===== src/rtl/core/tte_pkg.sv =====
`timescale 1ns / 1ps
// tte_pkg: shared types, character codes and defaults for the text terminal parser
// no dependencies; imported by tte_front, tte_fifo, tte_back, the top level and the bench

package tte_pkg;

  // screen geometry defaults
  localparam int DEF_SCREEN_COLS = 80;
  localparam int DEF_SCREEN_ROWS = 60;

  // command queue between front and back
  localparam int QUEUE_DEPTH = 4;

  // widest row or column index the geometry range allows
  localparam int POS_W = 8;

  // item function codes
  localparam logic FUNC_PUT  = 1'b0;
  localparam logic FUNC_READ = 1'b1;

  // character codes
  localparam logic [7:0] CH_ESC      = 8'h1b;
  localparam logic [7:0] CH_BS       = 8'h08;
  localparam logic [7:0] CH_CR       = 8'h0d;
  localparam logic [7:0] CH_LF       = 8'h0a;
  localparam logic [7:0] CH_SPACE    = 8'h20;
  localparam logic [7:0] CH_TILDE    = 8'h7e;
  localparam logic [7:0] CH_LBRACKET = 8'h5b;
  localparam logic [7:0] CH_K        = 8'h4b;
  localparam logic [7:0] CH_D        = 8'h44;
  localparam logic [7:0] CH_ZERO     = 8'h30;
  localparam logic [7:0] CH_NINE     = 8'h39;

  localparam logic [15:0] COUNT_MAX = 16'hffff;
  localparam int          DEC_BASE  = 10;

  typedef enum logic [1:0] {
    MODE_PRINT = 2'd0,
    MODE_ESC   = 2'd1,
    MODE_CMD   = 2'd2
  } mode_t;

  // screen operations the back end carries out
  typedef enum logic [2:0] {
    OP_NONE,
    OP_READ,
    OP_WRITE,
    OP_SCROLL,
    OP_ERASE
  } op_t;

  // one queued command with the result fields already settled by the front
  typedef struct packed {
    op_t              op;
    logic             wrap;
    logic [7:0]       chr;
    logic [POS_W-1:0] col;
    logic [POS_W-1:0] row;
    logic [6:0]       res_cursor;
    mode_t            res_mode;
  } cmd_t;

endpackage


===== src/rtl/core/tte_fifo.sv =====
`timescale 1ns / 1ps
// tte_fifo: short command queue between parser front and screen back end
// depends on tte_pkg for the command type

module tte_fifo import tte_pkg::*; #(
  parameter int DEPTH = QUEUE_DEPTH
) (
  input  logic clk,
  input  logic rst_n,
  input  logic push,
  input  cmd_t din,
  output logic full,
  input  logic pop,
  output cmd_t dout,
  output logic empty
);

  localparam int PW = (DEPTH > 1) ? $clog2(DEPTH) : 1;
  localparam int NW = $clog2(DEPTH + 1);

  cmd_t          slots [DEPTH];
  logic [PW-1:0] wr_ptr_r, rd_ptr_r;
  logic [NW-1:0] fill_r;

  assign full  = (fill_r == NW'(DEPTH));
  assign empty = (fill_r == '0);
  assign dout  = slots[rd_ptr_r];

  always_ff @(posedge clk) begin
    if (push) begin
      slots[wr_ptr_r] <= din;
    end
  end

  always_ff @(posedge clk) begin
    if (!rst_n) begin
      wr_ptr_r <= '0;
      rd_ptr_r <= '0;
      fill_r   <= '0;
    end else begin
      if (push) begin
        wr_ptr_r <= (wr_ptr_r == PW'(DEPTH - 1)) ? '0 : wr_ptr_r + PW'(1);
      end
      if (pop) begin
        rd_ptr_r <= (rd_ptr_r == PW'(DEPTH - 1)) ? '0 : rd_ptr_r + PW'(1);
      end
      if (push && !pop) begin
        fill_r <= fill_r + NW'(1);
      end else if (pop && !push) begin
        fill_r <= fill_r - NW'(1);
      end
    end
  end

endmodule


===== config.mk =====
export PLATFORM = sky130hd
export DESIGN_NAME = tte_fifo
export DESIGN_NICKNAME = d
export VERILOG_FILES = /design/src/rtl/core/tte_pkg.sv /design/src/rtl/core/tte_fifo.sv
export SDC_FILE = /design/constraint.sdc
export NUM_CORES = 1
export LEC_CHECK = 0
export CAP_MARGIN = 15
export CORE_MARGIN = 2
export CORE_UTILIZATION = 56
export CTS_CLUSTER_SIZE = 40
export DETAILED_ROUTE_END_ITERATION = 12
export DONT_BUFFER_PORTS = 1
export PLACE_DENSITY_LB_ADDON = 0.12
export SLEW_MARGIN = 20
export SYNTH_ARGS = -nofsm -noshare
export SYNTH_HDL_FRONTEND = slang
export SYNTH_SLANG_ARGS = --single-unit

===== constraint.sdc =====
create_clock -name clk -period 1.7 [get_ports clk]
set_input_delay 0.255 -clock clk [delete_from_list [all_inputs] [get_ports clk]]
set_output_delay 0.255 -clock clk [all_outputs]
set_load 0.05 [all_outputs]

== Word-level counts from Yosys, hierarchy flattened ==
Memories as Yosys holds them, arrays and structs flattened. A register that Yosys moved wholly into a read port is not among the register bits.
Cells that the tools add are included.

* Flip-flop bits (word level): 7
* Bits in writable memories: 148
* Input port bits: 41
* Output and inout bits: 39
* Word-level logic and storage cells: 25
* Memories kept: 1

* $add $sub $neg: 4
* Eq/ne operators: 3
* Mux-type cells: 8
* Reductions and logical operators: 6

{| class="wikitable"
|+ Memory list
! memory !! depth !! width !! read ports !! clocked after memory_dff !! write ports !! RTL line !! RTL
|-
| slots || 4 || 37 || 1 || 1 || 1 || tte_fifo.sv:21 || <nowiki>cmd_t slots [DEPTH];</nowiki>
|}

{| class="wikitable"
|+ Operators with widths
! cell !! number
|-
| $mux W2 || 4
|-
| $mux W3 || 2
|-
| $add A2 B1 Y2 const B || 2
|-
| $eq A2 B2 Y1 const B || 2
|-
| $add A3 B1 Y3 const B || 1
|-
| $eq A3 B3 Y1 const B || 1
|-
| $logic_not A3 Y1 || 1
|-
| $sub A3 B1 Y3 const B || 1
|-
| $logic_and A1 B1 Y1 || 2
|-
| $logic_not A1 Y1 || 2
|-
| $mux W1 || 2
|-
| $reduce_bool A2 Y1 || 1
|}

== Longest topological paths before layout ==
* Depth after elaboration: 4
* Depth in mapped cells: 7
* Gate-level depth less buffers: 7

== Least setup slack after synthesis ==
Ideal clock, no wire load.

* Path kind: register to register
* From: register wr_ptr_r[0]
* To: memory slots[3][0] (netlist bit) (enable)
* Library setup time: 398 ps
* Arrival: 1452 ps
* Data required time: 1302 ps
* Path slack: -150 ps
* Stages on the path, launching flop included: 3
* Buffers on the path: 0
* Clock period less this slack: 1850 ps
* Cells stage by stage: dfxtp_1 > ha_1 > and2_1

{| class="wikitable"
|+ RTL lines
! element !! RTL line !! RTL
|-
| start, declared || tte_fifo.sv:22 || <nowiki>logic [PW-1:0] wr_ptr_r, rd_ptr_r;</nowiki>
|-
| start signal, assigned || tte_fifo.sv:42 || <nowiki>wr_ptr_r <= (wr_ptr_r == PW'(DEPTH - 1)) ? '0 : wr_ptr_r + PW'(1);</nowiki>
|-
| end, declared || tte_fifo.sv:21 ||
|}

Straight into the memory's write port.

==> impl_metrics.toml <==
[run_status]
result_of_the_run = "finished, violations left"
violations = "negative setup slack"

[route]
drt-wirelength-per-cell_um = 20.76
postRouteAntennaNets = 0
viasPerCell = 5.543
vias = 2605
drc_viols = 0
routed_wire_length_mm = 9.758
detail_route.first_pass.iterations = 4
dr.first_iter.drc_count = 114

[cts]
cts_num_sinks = 157
tritoncts_buffer_count = 17
cts-root-buf = "sky130_fd_sc_hd__clkbuf_8"
clk_pin_slew_worst_paths_ps = 60
htree_levels = 4
clkLatencyLatePin_ps = 520
cts_tree = "done"
cts_buffer_depth = 2

[synthesis]
synthesized_netlist_net_count = 285
synth_cell_types = 23
number_of_flops_mapped_to_enable_cells_by_yosys = 148
ys_top_cells_by_area = "sky130_fd_sc_hd__edfxtp_1, sky130_fd_sc_hd__mux4_2, sky130_fd_sc_hd__mux4_1"
synth.yosys.warnings = 0
yosysTopAreaCellShare = 0.7593
netlist_top_cells_count = "sky130_fd_sc_hd__edfxtp_1, sky130_fd_sc_hd__mux4_2, sky130_fd_sc_hd__dfxtp_1"
cell_type_with_the_largest_total_area_after_synthesis = "sky130_fd_sc_hd__edfxtp_1"
synth_seq_area_share = 0.7901
synth-seq-cells = 157
async_reset_ff_frac = 0
synth_area_um2 = 5853
synthFlopType = "sky130_fd_sc_hd__edfxtp_1"
synthCells = 237
synth.most_common_cell = "sky130_fd_sc_hd__edfxtp_1"
syn_area_per_cell_um2 = 24.70

[global_routing]
antenna_found_initial = 0
grt_start_max_net_pins = 26
global_route.usage.total = 0.1894
wire_length_of_the_first_global_routing_pass_mm = 15.05
vias_in_the_first_global_route = 2796
globalRoute.totalOverflow = 0

[power]
total_power_mw = 8.991
pwr_density_cell_nw_per_um2 = 1239
peak_ir_drop_on_the_vdd_network_uv = 883.0
leakage_nw = 2.424

[die]
die_h_um = 106.2
initial_utilization = 0.5721
boundaryPins = 80
die_footprint_um2 = 11290
floorplan.die.width_um = 106.2
num_rows = 37
coreArea_um2 = 10230

[sta]
final_period_minus_worst_setup_slack_ps = 2115
report.final.slew_viol_count = 0
setup_repair_after_global_routing_missed_its_margin = "true"
worst_clock_skew_ps = 6.823
timing.setup.tns_ps = -13880
relSlewSlack = 0.7464
maximum_frequency_from_static_timing_analysis_mhz = 472.7
worstMarginPinSlew_ps = 380.5
fin_crit_sh = 1.244
setup-violations-final = 37
total_count_of_hold_check_failures_in_the_final_report = 0
postLayoutSetupSlackWorst_ps = -415.4

[setup_path]
timing.critical_path.arrival_ps = 1860
setup.worst_path.class = "flop to output port"
required_ps = 1440
critical_path.startpoint_type = "flop"
worstReg2RegStart = "fill_r[0]$_SDFFE_PN0P_"
crit_path_end_kind = "output port"
cp_max_fo = 7

[placement]
dp_hpwl_mm = 5.790
gpl.final_weighted_congestion = 0.6829
detailedPlace.worstSlack_ps = 77.90
port_buffers = 0

[final_layout]
antenna_cells_inserted = 0
final_layout_size_suffix_gt1_frac = 0.3234
layout.nets = 369
synthToLayoutAreaGrowth_pct = 23.98
fillers = 629

[min_path]
hold_start = "pop"
hold_class = "primary input to flop"

[run]
drv_cap = 0
==> through the flow <==
step           cells  hold WS [ps]    util  instance area [um^2]
6_report         470         102.9  0.7093                  7257
5_1_grt          470         85.23  0.7093                  7257
3_5_place_dp     392         354.0  0.6099                  6240
4_1_cts          467         75.93  0.7075                  7238
2_1_floorplan    237         353.9       -                  5863
3_3_place_gp     392         354.0  0.6099                  6240
==> state kept, by name, summed over array words and instances (netlist names), named ones only <==
register,count
slots,148
wr_ptr_r,2
fill_r,3
rd_ptr_r,2
==> layer usage <==
metal  vias up  track usage  routed length (um)
met4         0      0.07613                 112
met2        75       0.3118                5043
met5         -            0                   0
li1       1168            -                   -
met1      1352       0.2318                4059
met3        10      0.06560                 542
==> cells by family after synthesis <==
family,after synthesis,share of synthesized area
DFF,157,0.7901
muxes,41,0.1537
and+or+nand+nor,15,0.01539
buffers and inverters,12,0.01817
adders and majority gates,7,0.01625
AOI/OAI and AO/OA,3,0.003420
xor gates and xnor gates,2,0.002993
==> worst paths after layout <==
path                            slack [ps]  depth (start not counted)                endpoint
worst min-delay path                   100                          3                    flop
worst max-delay path                  -420                          3                dout[30]
worst max register to register         190                          4  fill_r[2]$_SDFFE_PN0P_
worst min register to register         530                          2  fill_r[2]$_SDFFE_PN0P_
==> cells in the final DEF (no fill, tap or decap), drive strengths merged <==
master | Yosys | routed
dlygate4sd3 | 0 | 40
mux2i | 4 | 4
a21boi | 1 | 1
clkbuf | 1 | 18
buf | 7 | 32
mux4 | 37 | 37
clkinvlp | 0 | 1
edfxtp | 148 | 148
nor2 | 1 | 1
or3 | 1 | 1
nor2b | 5 | 5
clkinv | 0 | 9
dfxtp | 9 | 9
fa | 1 | 1
xnor2 | 1 | 1
xor2 | 1 | 1
o21a | 1 | 1
o21ai | 1 | 1
nor3 | 2 | 2
ha | 6 | 6
nor3b | 1 | 1
inv | 4 | 9
and2 | 5 | 5
==> cell type report <==
class | count | area (um^2) | area share
Clock buffer | 17 | 414.1 | 0.05707
Inverter | 4 | 15.01 | 0.002069
Sequential cell | 157 | 4629 | 0.6379
Clock inverter | 15 | 115.1 | 0.01586
Multi-Input combinational cell | 68 | 1115 | 0.1536
Timing Repair Buffer | 73 | 798.3 | 0.1100
Tap cell | 136 | 170.2 | 0.02345
==> critical path: stages, from the launching register on <==
cell                      delay (ps)
sky130_fd_sc_hd__dfxtp_4         390
sky130_fd_sc_hd__buf_12          140
sky130_fd_sc_hd__mux4_1          600
sky130_fd_sc_hd__buf_4           220
==> timing repair <==
action | 4_1_cts | 5_1_grt
buffers inserted | 2 | 4
hold endpoints to repair | 157 | 0
resized for setup | 12 | 11
endpoints found under the setup margin | 37 | 37
hold buffers | 40 | 0
cloned | 1 | 1
==> power breakdown <==
group	total, mW	leakage [nW]	switching, mW	internal (mW)
clock	3.29	0.264	1.47	1.81
combinational	1.22	0.725	0.788	0.430
sequential	4.49	1.43	0.0643	4.42
total	8.99	2.42	2.32	6.67
Power figures use the tool's default switching activity.
