==> src/rtl/core/tte_pkg.sv <==
`timescale 1ns / 1ps
// tte_pkg: shared types, character codes and defaults for the text terminal parser
// no dependencies; imported by tte_front, tte_fifo, tte_back, the top level and the bench

package tte_pkg;

  // screen geometry defaults
  localparam int DEF_SCREEN_COLS = 80;
  localparam int DEF_SCREEN_ROWS = 60;

  // command queue between front and back
  localparam int QUEUE_DEPTH = 4;

  // widest row or column index the geometry range allows
  localparam int POS_W = 8;

  // item function codes
  localparam logic FUNC_PUT  = 1'b0;
  localparam logic FUNC_READ = 1'b1;

  // character codes
  localparam logic [7:0] CH_ESC      = 8'h1b;
  localparam logic [7:0] CH_BS       = 8'h08;
  localparam logic [7:0] CH_CR       = 8'h0d;
  localparam logic [7:0] CH_LF       = 8'h0a;
  localparam logic [7:0] CH_SPACE    = 8'h20;
  localparam logic [7:0] CH_TILDE    = 8'h7e;
  localparam logic [7:0] CH_LBRACKET = 8'h5b;
  localparam logic [7:0] CH_K        = 8'h4b;
  localparam logic [7:0] CH_D        = 8'h44;
  localparam logic [7:0] CH_ZERO     = 8'h30;
  localparam logic [7:0] CH_NINE     = 8'h39;

  localparam logic [15:0] COUNT_MAX = 16'hffff;
  localparam int          DEC_BASE  = 10;

  typedef enum logic [1:0] {
    MODE_PRINT = 2'd0,
    MODE_ESC   = 2'd1,
    MODE_CMD   = 2'd2
  } mode_t;

  // screen operations the back end carries out
  typedef enum logic [2:0] {
    OP_NONE,
    OP_READ,
    OP_WRITE,
    OP_SCROLL,
    OP_ERASE
  } op_t;

  // one queued command with the result fields already settled by the front
  typedef struct packed {
    op_t              op;
    logic             wrap;
    logic [7:0]       chr;
    logic [POS_W-1:0] col;
    logic [POS_W-1:0] row;
    logic [6:0]       res_cursor;
    mode_t            res_mode;
  } cmd_t;

endpackage

==> src/rtl/core/tte_in_if.sv <==
`timescale 1ns / 1ps
// tte_in_if: input channel of the text terminal parser, one character or read per beat
// no dependencies

interface tte_in_if;
  logic       valid;
  logic       ready;
  logic       func;
  logic [7:0] char_code;
  logic [5:0] read_row;
  logic [6:0] read_col;

  modport source (output valid, func, char_code, read_row, read_col, input ready);
  modport sink (input valid, func, char_code, read_row, read_col, output ready);
endinterface

==> src/rtl/core/tte_front.sv <==
`timescale 1ns / 1ps
// tte_front: accepts beats, runs the escape parser, cursor and count, queues screen work
// depends on tte_pkg and tte_in_if

module tte_front import tte_pkg::*; #(
  parameter int SCREEN_COLS = DEF_SCREEN_COLS,
  parameter int SCREEN_ROWS = DEF_SCREEN_ROWS
) (
  input  logic       clk,
  input  logic       rst_n,
  tte_in_if.sink     in_ch,
  input  logic       init_done,
  input  logic       q_full,
  output logic       q_push,
  output cmd_t       q_cmd
);

  localparam int CW = $clog2(SCREEN_COLS);

  mode_t          mode_r, mode_nxt;
  logic [CW-1:0]  cursor_r, cursor_nxt;
  logic [15:0]    count_r, count_nxt;
  logic [19:0]    count_prod;

  assign in_ch.ready = init_done && !q_full;
  assign q_push      = in_ch.valid && in_ch.ready;

  // count * 10 + digit, saturated below
  assign count_prod = 20'(count_r) * 20'(DEC_BASE) + 20'(in_ch.char_code - CH_ZERO);

  always_comb begin
    mode_nxt   = mode_r;
    cursor_nxt = cursor_r;
    count_nxt  = count_r;
    q_cmd      = '0;
    q_cmd.op   = OP_NONE;
    q_cmd.wrap = 1'b0;
    q_cmd.chr  = in_ch.char_code;
    q_cmd.col  = POS_W'(cursor_r);
    q_cmd.row  = '0;
    if (in_ch.func == FUNC_READ) begin
      // a cell off the screen reads as zero without touching the ram
      if (int'(in_ch.read_row) < SCREEN_ROWS && int'(in_ch.read_col) < SCREEN_COLS) begin
        q_cmd.op  = OP_READ;
        q_cmd.row = POS_W'(in_ch.read_row);
        q_cmd.col = POS_W'(in_ch.read_col);
      end
    end else begin
      unique case (mode_r)
        MODE_PRINT: begin
          if (in_ch.char_code == CH_ESC) begin
            mode_nxt = MODE_ESC;
          end else if (in_ch.char_code == CH_BS) begin
            if (cursor_r != '0) begin
              cursor_nxt = cursor_r - CW'(1);
            end
          end else if (in_ch.char_code == CH_CR) begin
            cursor_nxt = '0;
          end else if (in_ch.char_code == CH_LF) begin
            q_cmd.op = OP_SCROLL;
          end else if (in_ch.char_code >= CH_SPACE && in_ch.char_code <= CH_TILDE) begin
            q_cmd.op = OP_WRITE;
            if (cursor_r == CW'(SCREEN_COLS - 1)) begin
              q_cmd.wrap = 1'b1;
              cursor_nxt = '0;
            end else begin
              cursor_nxt = cursor_r + CW'(1);
            end
          end
        end
        MODE_ESC: begin
          if (in_ch.char_code == CH_LBRACKET) begin
            mode_nxt  = MODE_CMD;
            count_nxt = '0;
          end else begin
            mode_nxt = MODE_PRINT;
          end
        end
        MODE_CMD: begin
          if (in_ch.char_code == CH_K) begin
            mode_nxt = MODE_PRINT;
            q_cmd.op = OP_ERASE;
          end else if (in_ch.char_code >= CH_ZERO && in_ch.char_code <= CH_NINE) begin
            count_nxt = (count_prod > 20'(COUNT_MAX)) ? COUNT_MAX : count_prod[15:0];
          end else if (in_ch.char_code == CH_D) begin
            mode_nxt = MODE_PRINT;
            if (count_r >= 16'(cursor_r)) begin
              cursor_nxt = '0;
            end else begin
              cursor_nxt = CW'(16'(cursor_r) - count_r);
            end
          end else begin
            mode_nxt = MODE_PRINT;
          end
        end
        default: begin
          mode_nxt = MODE_PRINT;
        end
      endcase
    end
    q_cmd.res_cursor = 7'(cursor_nxt);
    q_cmd.res_mode   = mode_nxt;
  end

  always_ff @(posedge clk) begin
    if (!rst_n) begin
      mode_r   <= MODE_PRINT;
      cursor_r <= '0;
      count_r  <= '0;
    end else if (q_push) begin
      mode_r   <= mode_nxt;
      cursor_r <= cursor_nxt;
      count_r  <= count_nxt;
    end
  end

endmodule

==> src/flat_wrapper.sv <==
// flat-port wrapper written by rule: the top's interface ports become plain ports
module tte_front_flat import tte_pkg::*;
#(
  parameter int SCREEN_COLS = DEF_SCREEN_COLS,
  parameter int SCREEN_ROWS = DEF_SCREEN_ROWS
)
  (clk, rst_n, init_done, q_full, q_push, q_cmd, in_ch_valid, in_ch_func, in_ch_char_code, in_ch_read_row, in_ch_read_col, in_ch_ready);
  tte_in_if in_ch_i ();
  input  logic clk;
  input  logic rst_n;
  input  logic init_done;
  input  logic q_full;
  output logic q_push;
  output cmd_t q_cmd;
  input wire logic [$bits(in_ch_i.valid)-1:0] in_ch_valid;
  input wire logic [$bits(in_ch_i.func)-1:0] in_ch_func;
  input wire logic [$bits(in_ch_i.char_code)-1:0] in_ch_char_code;
  input wire logic [$bits(in_ch_i.read_row)-1:0] in_ch_read_row;
  input wire logic [$bits(in_ch_i.read_col)-1:0] in_ch_read_col;
  output wire logic [$bits(in_ch_i.ready)-1:0] in_ch_ready;
  assign in_ch_i.valid = in_ch_valid;
  assign in_ch_i.func = in_ch_func;
  assign in_ch_i.char_code = in_ch_char_code;
  assign in_ch_i.read_row = in_ch_read_row;
  assign in_ch_i.read_col = in_ch_read_col;
  assign in_ch_ready = in_ch_i.ready;
  tte_front #(.SCREEN_COLS(SCREEN_COLS), .SCREEN_ROWS(SCREEN_ROWS)) u_core (.clk(clk), .rst_n(rst_n), .in_ch(in_ch_i), .init_done(init_done), .q_full(q_full), .q_push(q_push), .q_cmd(q_cmd));
endmodule
==> config.mk <==
export PLATFORM = sky130hd
export DESIGN_NAME = tte_front_flat
export DESIGN_NICKNAME = d
export VERILOG_FILES = /design/src/rtl/core/tte_pkg.sv /design/src/rtl/core/tte_in_if.sv /design/src/rtl/core/tte_front.sv /design/src/flat_wrapper.sv
export SDC_FILE = /design/constraint.sdc
export NUM_CORES = 1
export LEC_CHECK = 0
export BUFFER_PORTS_ARGS = -buffer_cell sky130_fd_sc_hd__clkbuf_2
export CORE_MARGIN = 5
export CORE_UTILIZATION = 57
export DETAILED_ROUTE_END_ITERATION = 8
export PLACE_DENSITY = 0.81
export SLEW_MARGIN = 40
export SYNTH_ARGS = -nofsm -noshare
export SYNTH_HDL_FRONTEND = slang
export SYNTH_SLANG_ARGS = --single-unit
==> constraint.sdc <==
create_clock -name clk -period 14.13 [get_ports clk]
set_input_delay 2.1195 -clock clk [delete_from_list [all_inputs] [get_ports clk]]
set_output_delay 2.1195 -clock clk [all_outputs]
set_load 0.03 [all_outputs]
[Word-level counts from Yosys, hierarchy flattened]
Index checks and enable logic that the tools add are counted.
Storage, ports and cells
  bits in latches: 0
  memory bits (writable): 0
  input bits: 27
  flip-flop bits (word level): 25
  ROM bits: 0
  memories: 0
  logic and storage cells: 80
Operators by class
  $add $sub $neg: 5
  div/mod/pow operators: 0
  reductions and logical operators: 10
  shift-type cells: 0
  equality and inequality tests: 13
  bitwise logic cells: 1
  multipliers: 1
  muxes and demuxes: 39
  $lt $le $gt $ge: 8
Operators with widths (number)
  $mux 7: 12
  $mux 16: 4
  $pmux 16 s2: 1
  $mux 15: 2
  $eq 8x4->1 const B: 3
  $eq 8x7->1 const B: 3
  $add 20x20->20: 1
  $gt 20x16->1 const B: 1
  $mul 16x3->19 const B: 1
  $ge 16x7->1: 1
  $ge 8x6->1 const B: 2
  $pmux 7 s2: 1
  $mux 2: 6
  $mux 4: 3
  $mux 3: 3
  $sub 8x6->9 const B: 1
  $eq 8x5->1 const B: 1
  $le 8x6->1 const B: 1
  $le 8x7->1 const B: 1
  $add 7x1->7 const B: 1
  $eq 7x7->1 const B: 1
  $lt 7x7->1 const B: 1
  $reduce_bool 7->1: 1
  $sub 7x1->7 const B: 1
  other kinds (15): 24

[Longest topological paths before layout]
  depth in word-level cells: 9
  gate-level depth with buffers: 20

[Worst setup path before layout]
No wires, ideal clock.
  path kind: input to output
  from: in in_ch_char_code[3]
  to: out q_cmd[5] (netlist bit)
  path buffers: 1
  arrival time: 4.187 ns
  path slack: 7.824 ns
  cell stages on the path: 8
  cell sequence: clkbuf_1 -> nor4b_1 -> nand4b_1 -> a211oi_1 -> o31a_2 -> a22o_1 -> a22oi_1 -> o21ai_0
RTL lines
  from (decl): line flat_wrapper.sv:17  | input wire logic [$bits(in_ch_i.char_code)-1:0] in_ch_char_code;
  to (decl): line flat_wrapper.sv:14  | output cmd_t q_cmd;

==> impl_metrics.json <==
{
  "finClkSkew_ns": 0.009931,
  "via_per_inst": 6.442,
  "diodes": 0,
  "synth_edf_count": 0,
  "cp_slowest_cell": "nand4b_1",
  "syn_area_um2": 4816,
  "cpPeakStageDelay_ns": 0.43,
  "slew-limit-headroom_pct": 53.72,
  "synth_ff_type": "dfxtp_1",
  "layout.nets": 768,
  "drt_pass1_iterations": 6,
  "cp_common_cell": "clkbuf_2",
  "drc": 0,
  "gr-usage-met1_pct": 37.57,
  "gr-usage-met2_pct": 40.39,
  "p_total_uw": 192.5,
  "cts_tree": "built",
  "endpoint_kind": "output pin",
  "start_kind": "input pin",
  "die_area_um2": 10390,
  "syn_to_final_growth_pct": 5.690,
  "grt_util_all_layers_pct": 25.67,
  "post-cts-setup-buffer-count": 0,
  "place_hpwl_um": 10900,
  "critPathKind": "input pin to output pin",
  "yosys_warnings": 0,
  "cts_max_level": 1,
  "row_count": 33,
  "hold_path_class": "flop to flop",
  "synth_seq_cells": 25,
  "grt_pass1_vias": 4548,
  "ys_types": 88,
  "status": "completed",
  "fin_crit_sh_pct": 46.56,
  "p_leak_nw": 2.339,
  "maxCapViolCount": 0,
  "period_needed_ns": 6.579,
  "grt-busiest-layer": "met2",
  "grt_use_met3_pct": 2.867,
  "synth-async-reset-ratio_pct": 0,
  "wl_per_cell_um": 17.54,
  "core-area_um2": 8217,
  "insertion_delay_ns": 0.29,
  "timing.final.setup_violations": 0,
  "cts-root-buf": "clkbuf_8",
  "finalSetupTns_ns": 0,
  "port_buffers": 62,
  "crit_chain": "clkbuf_2 > nor4b_1 > nand4b_1 > a211oi_1 > o31a_2 > a22o_1 > a22oi_1 > o21ai_0 > clkbuf_2",
  "rsz0062_at_grt": "no",
  "cts_resized": 0,
  "synthTopCellsByArea": "ha_1 19%, dfxtp_1 10%, a21oi_1 7.2%",
  "arrival_ns": 4.46,
  "tightest_slew_ns": 0.6935,
  "crit_family": "compound AO/OA/AOI/OAI gates",
  "slew_violations": 0,
  "drt-total-wl_um": 13510,
  "power_density_nw_per_um2": 37.82,
  "ir_worst_vdd_mv": 0.03588,
  "grt_overflow": 0,
  "fillers": 764,
  "dieHeight_um": 101.9,
  "clk_pin_slew_ns": 0.10,
  "antenna_found_initial": 0,
  "drt_iter0_markers": 385,
  "initial_core_util_pct": 58.61,
  "multi_input_area_um2": 3902,
  "routabilityCongestion": 0.9420,
  "cts_sinks": 25,
  "yosysSeqAreaShare_pct": 10.39,
  "ant_nets": 0,
  "cts-buffers-inserted": 3,
  "synth_top_cell_by_area": "ha_1",
  "worstPathMaxFanout": 17,
  "synth_top_area_share_pct": 18.71,
  "synthCells": 634,
  "worstPathRequired_ns": 12.01,
  "vias": 4960,
  "synth.avg_cell_area_um2": 7.596,
  "ff_latch_area_um2": 500.5,
  "top_level_ports": 66,
  "grt_pass1_wl_um": 21850,
  "clockBufferDepth": 2,
  "report.final.hold_viol_count": 0,
  "cts_hold_buf": 0,
  "drive_gt1_share_pct": 14.89,
  "crit_buf_inv": 2,
  "die_w_um": 101.9,
  "max_freq_mhz": 152.0,
  "grt_max_degree": 33
}
-- flip-flops by register name, summed over array words and instances, names as in the netlist --
name,flops
u_core.count_r,16
u_core.cursor_r,7
u_core.mode_r,2
-- cells in the final DEF (no fill, tap or decap), types with 4 or more instances in the layout --
cell type  Yosys  layout
a21oi_1       69      69
a31oi_1        9       9
buf_4         13       4
nor2_1        36      36
a211oi_1      13      13
a21o_1        13      12
o21bai_1       5       5
or2_2          4       4
a211o_1        5       5
a311oi_1      15      15
clkbuf_2       1      62
xor2_1         9       9
nor2b_1        5       5
o21ai_0       36      36
a22oi_1        5       5
nor4_1         7       7
and3_1         5       5
nand3_1       22      22
xnor2_1       21      21
dfxtp_1       25      25
o21a_1         8       8
o21ai_1        5       5
a22o_1         6       6
nor3_1        12      12
o211ai_1       4       4
ha_1          72      72
nand4_1        5       5
nand2b_1       5       5
inv_1         40      40
and2_1         9       9
nand2_1       43      43
-- synthesized netlist by cell type (4+ instances only) --
cell and count:
o21ai_1 5, o21ai_0 36, ha_1 72, xor2_1 9, a21oi_1 69, a311oi_1 15
a21o_1 13, nor2_1 36, o21a_1 8, o21bai_1 5, buf_4 13, nor3_1 12
a211oi_1 13, nand2_1 43, and3_1 5, or2_2 4, nor4_1 7, nor2b_1 5
clkbuf_1 20, dfxtp_1 25, a22o_1 6, xnor2_1 21, a211o_1 5, a22oi_1 5
nand4_1 5, o211ai_1 4, and2_1 9, a31oi_1 9, nand3_1 22, inv_1 40
nand2b_1 5
-- power by group --
part / switching, mW / leakage, nW / internal (mW)
registers: 0.00123 / 0.202 / 0.0710
logic: 0.0495 / 2.11 / 0.0238
clock network: 0.0271 / 0.0255 / 0.0199
-- layer usage --
metal  up-vias  share of wire, %
met5         -                 0
met1      2295                47
li1       2424                 -
met2       213                44
met3        28               7.8
met4         0               2.0
-- through the flow --
step | hold slack [ns] | setup WS [ns] | cell area, µm² | utilization [%] | cells
CTS | 0.5992 | 7.631 | 5089 | 61.93 | 770
floorplan | 0.5373 | 7.824 | 4823 | - | 636
finish | 0.6066 | 7.551 | 5090 | 61.95 | 770
global route | 0.6248 | 7.456 | 5090 | 61.95 | 770
detailed placement | 0.5851 | 7.636 | 5042 | 61.37 | 766
global placement | 0.5673 | 7.717 | 5024 | 61.14 | 764
-- worst register-to-register path, delay by kind of cell, from the launching register on --
| family | cells | cell delay (ns) |
|---|---|---|
| AOI/OAI and AO/OA | 9 | 1.82 |
| adders and majority gates | 4 | 1.09 |
| and+or+nand+nor | 3 | 0.96 |
| xor gates and xnor gates | 2 | 0.60 |
| DFF | 1 | 0.52 |
| buffers and inverters | 2 | 0.30 |
-- cell type report --
type / count / share of cell area (%)
Multi-Input combinational cell: 527 / 76.67
Sequential cell: 25 / 9.833
Timing Repair Buffer: 67 / 6.908
Inverter: 42 / 3.097
Tap cell: 105 / 2.581
Clock buffer: 3 / 0.8112
Clock inverter: 1 / 0.09833
-- path summary, 6_finish.rpt --
kind | startpoint | end | slack, ns | depth (start not counted)
worst max-delay path | in_ch_char_code[1] | q_cmd[3] | 7.55 | 9
worst min-delay path | u_core.count_r[10] | u_core.count_r[10] | 0.61 | 2
worst max register to register | u_core.count_r[1] | u_core.count_r[3] | 8.72 | 20
worst min register to register | u_core.count_r[10] | u_core.count_r[10] | 0.61 | 2
-- cells by family (layout without fill, tap and decap cells) --
logic type      after synthesis  count (layout)  synth area share (%)
compound gates              233             233                 33.57
xor+xnor                     32              32                 6.262
simple gates                181             181                 20.37
other cells                   1               3               0.07787
fa+ha+maj                    75              75                 19.95
mux                           3               3                0.6236
buf+inv                      84             113                 8.755
flops                        25              25                 10.39
No activity file was read; power rests on OpenSTA's default activity.
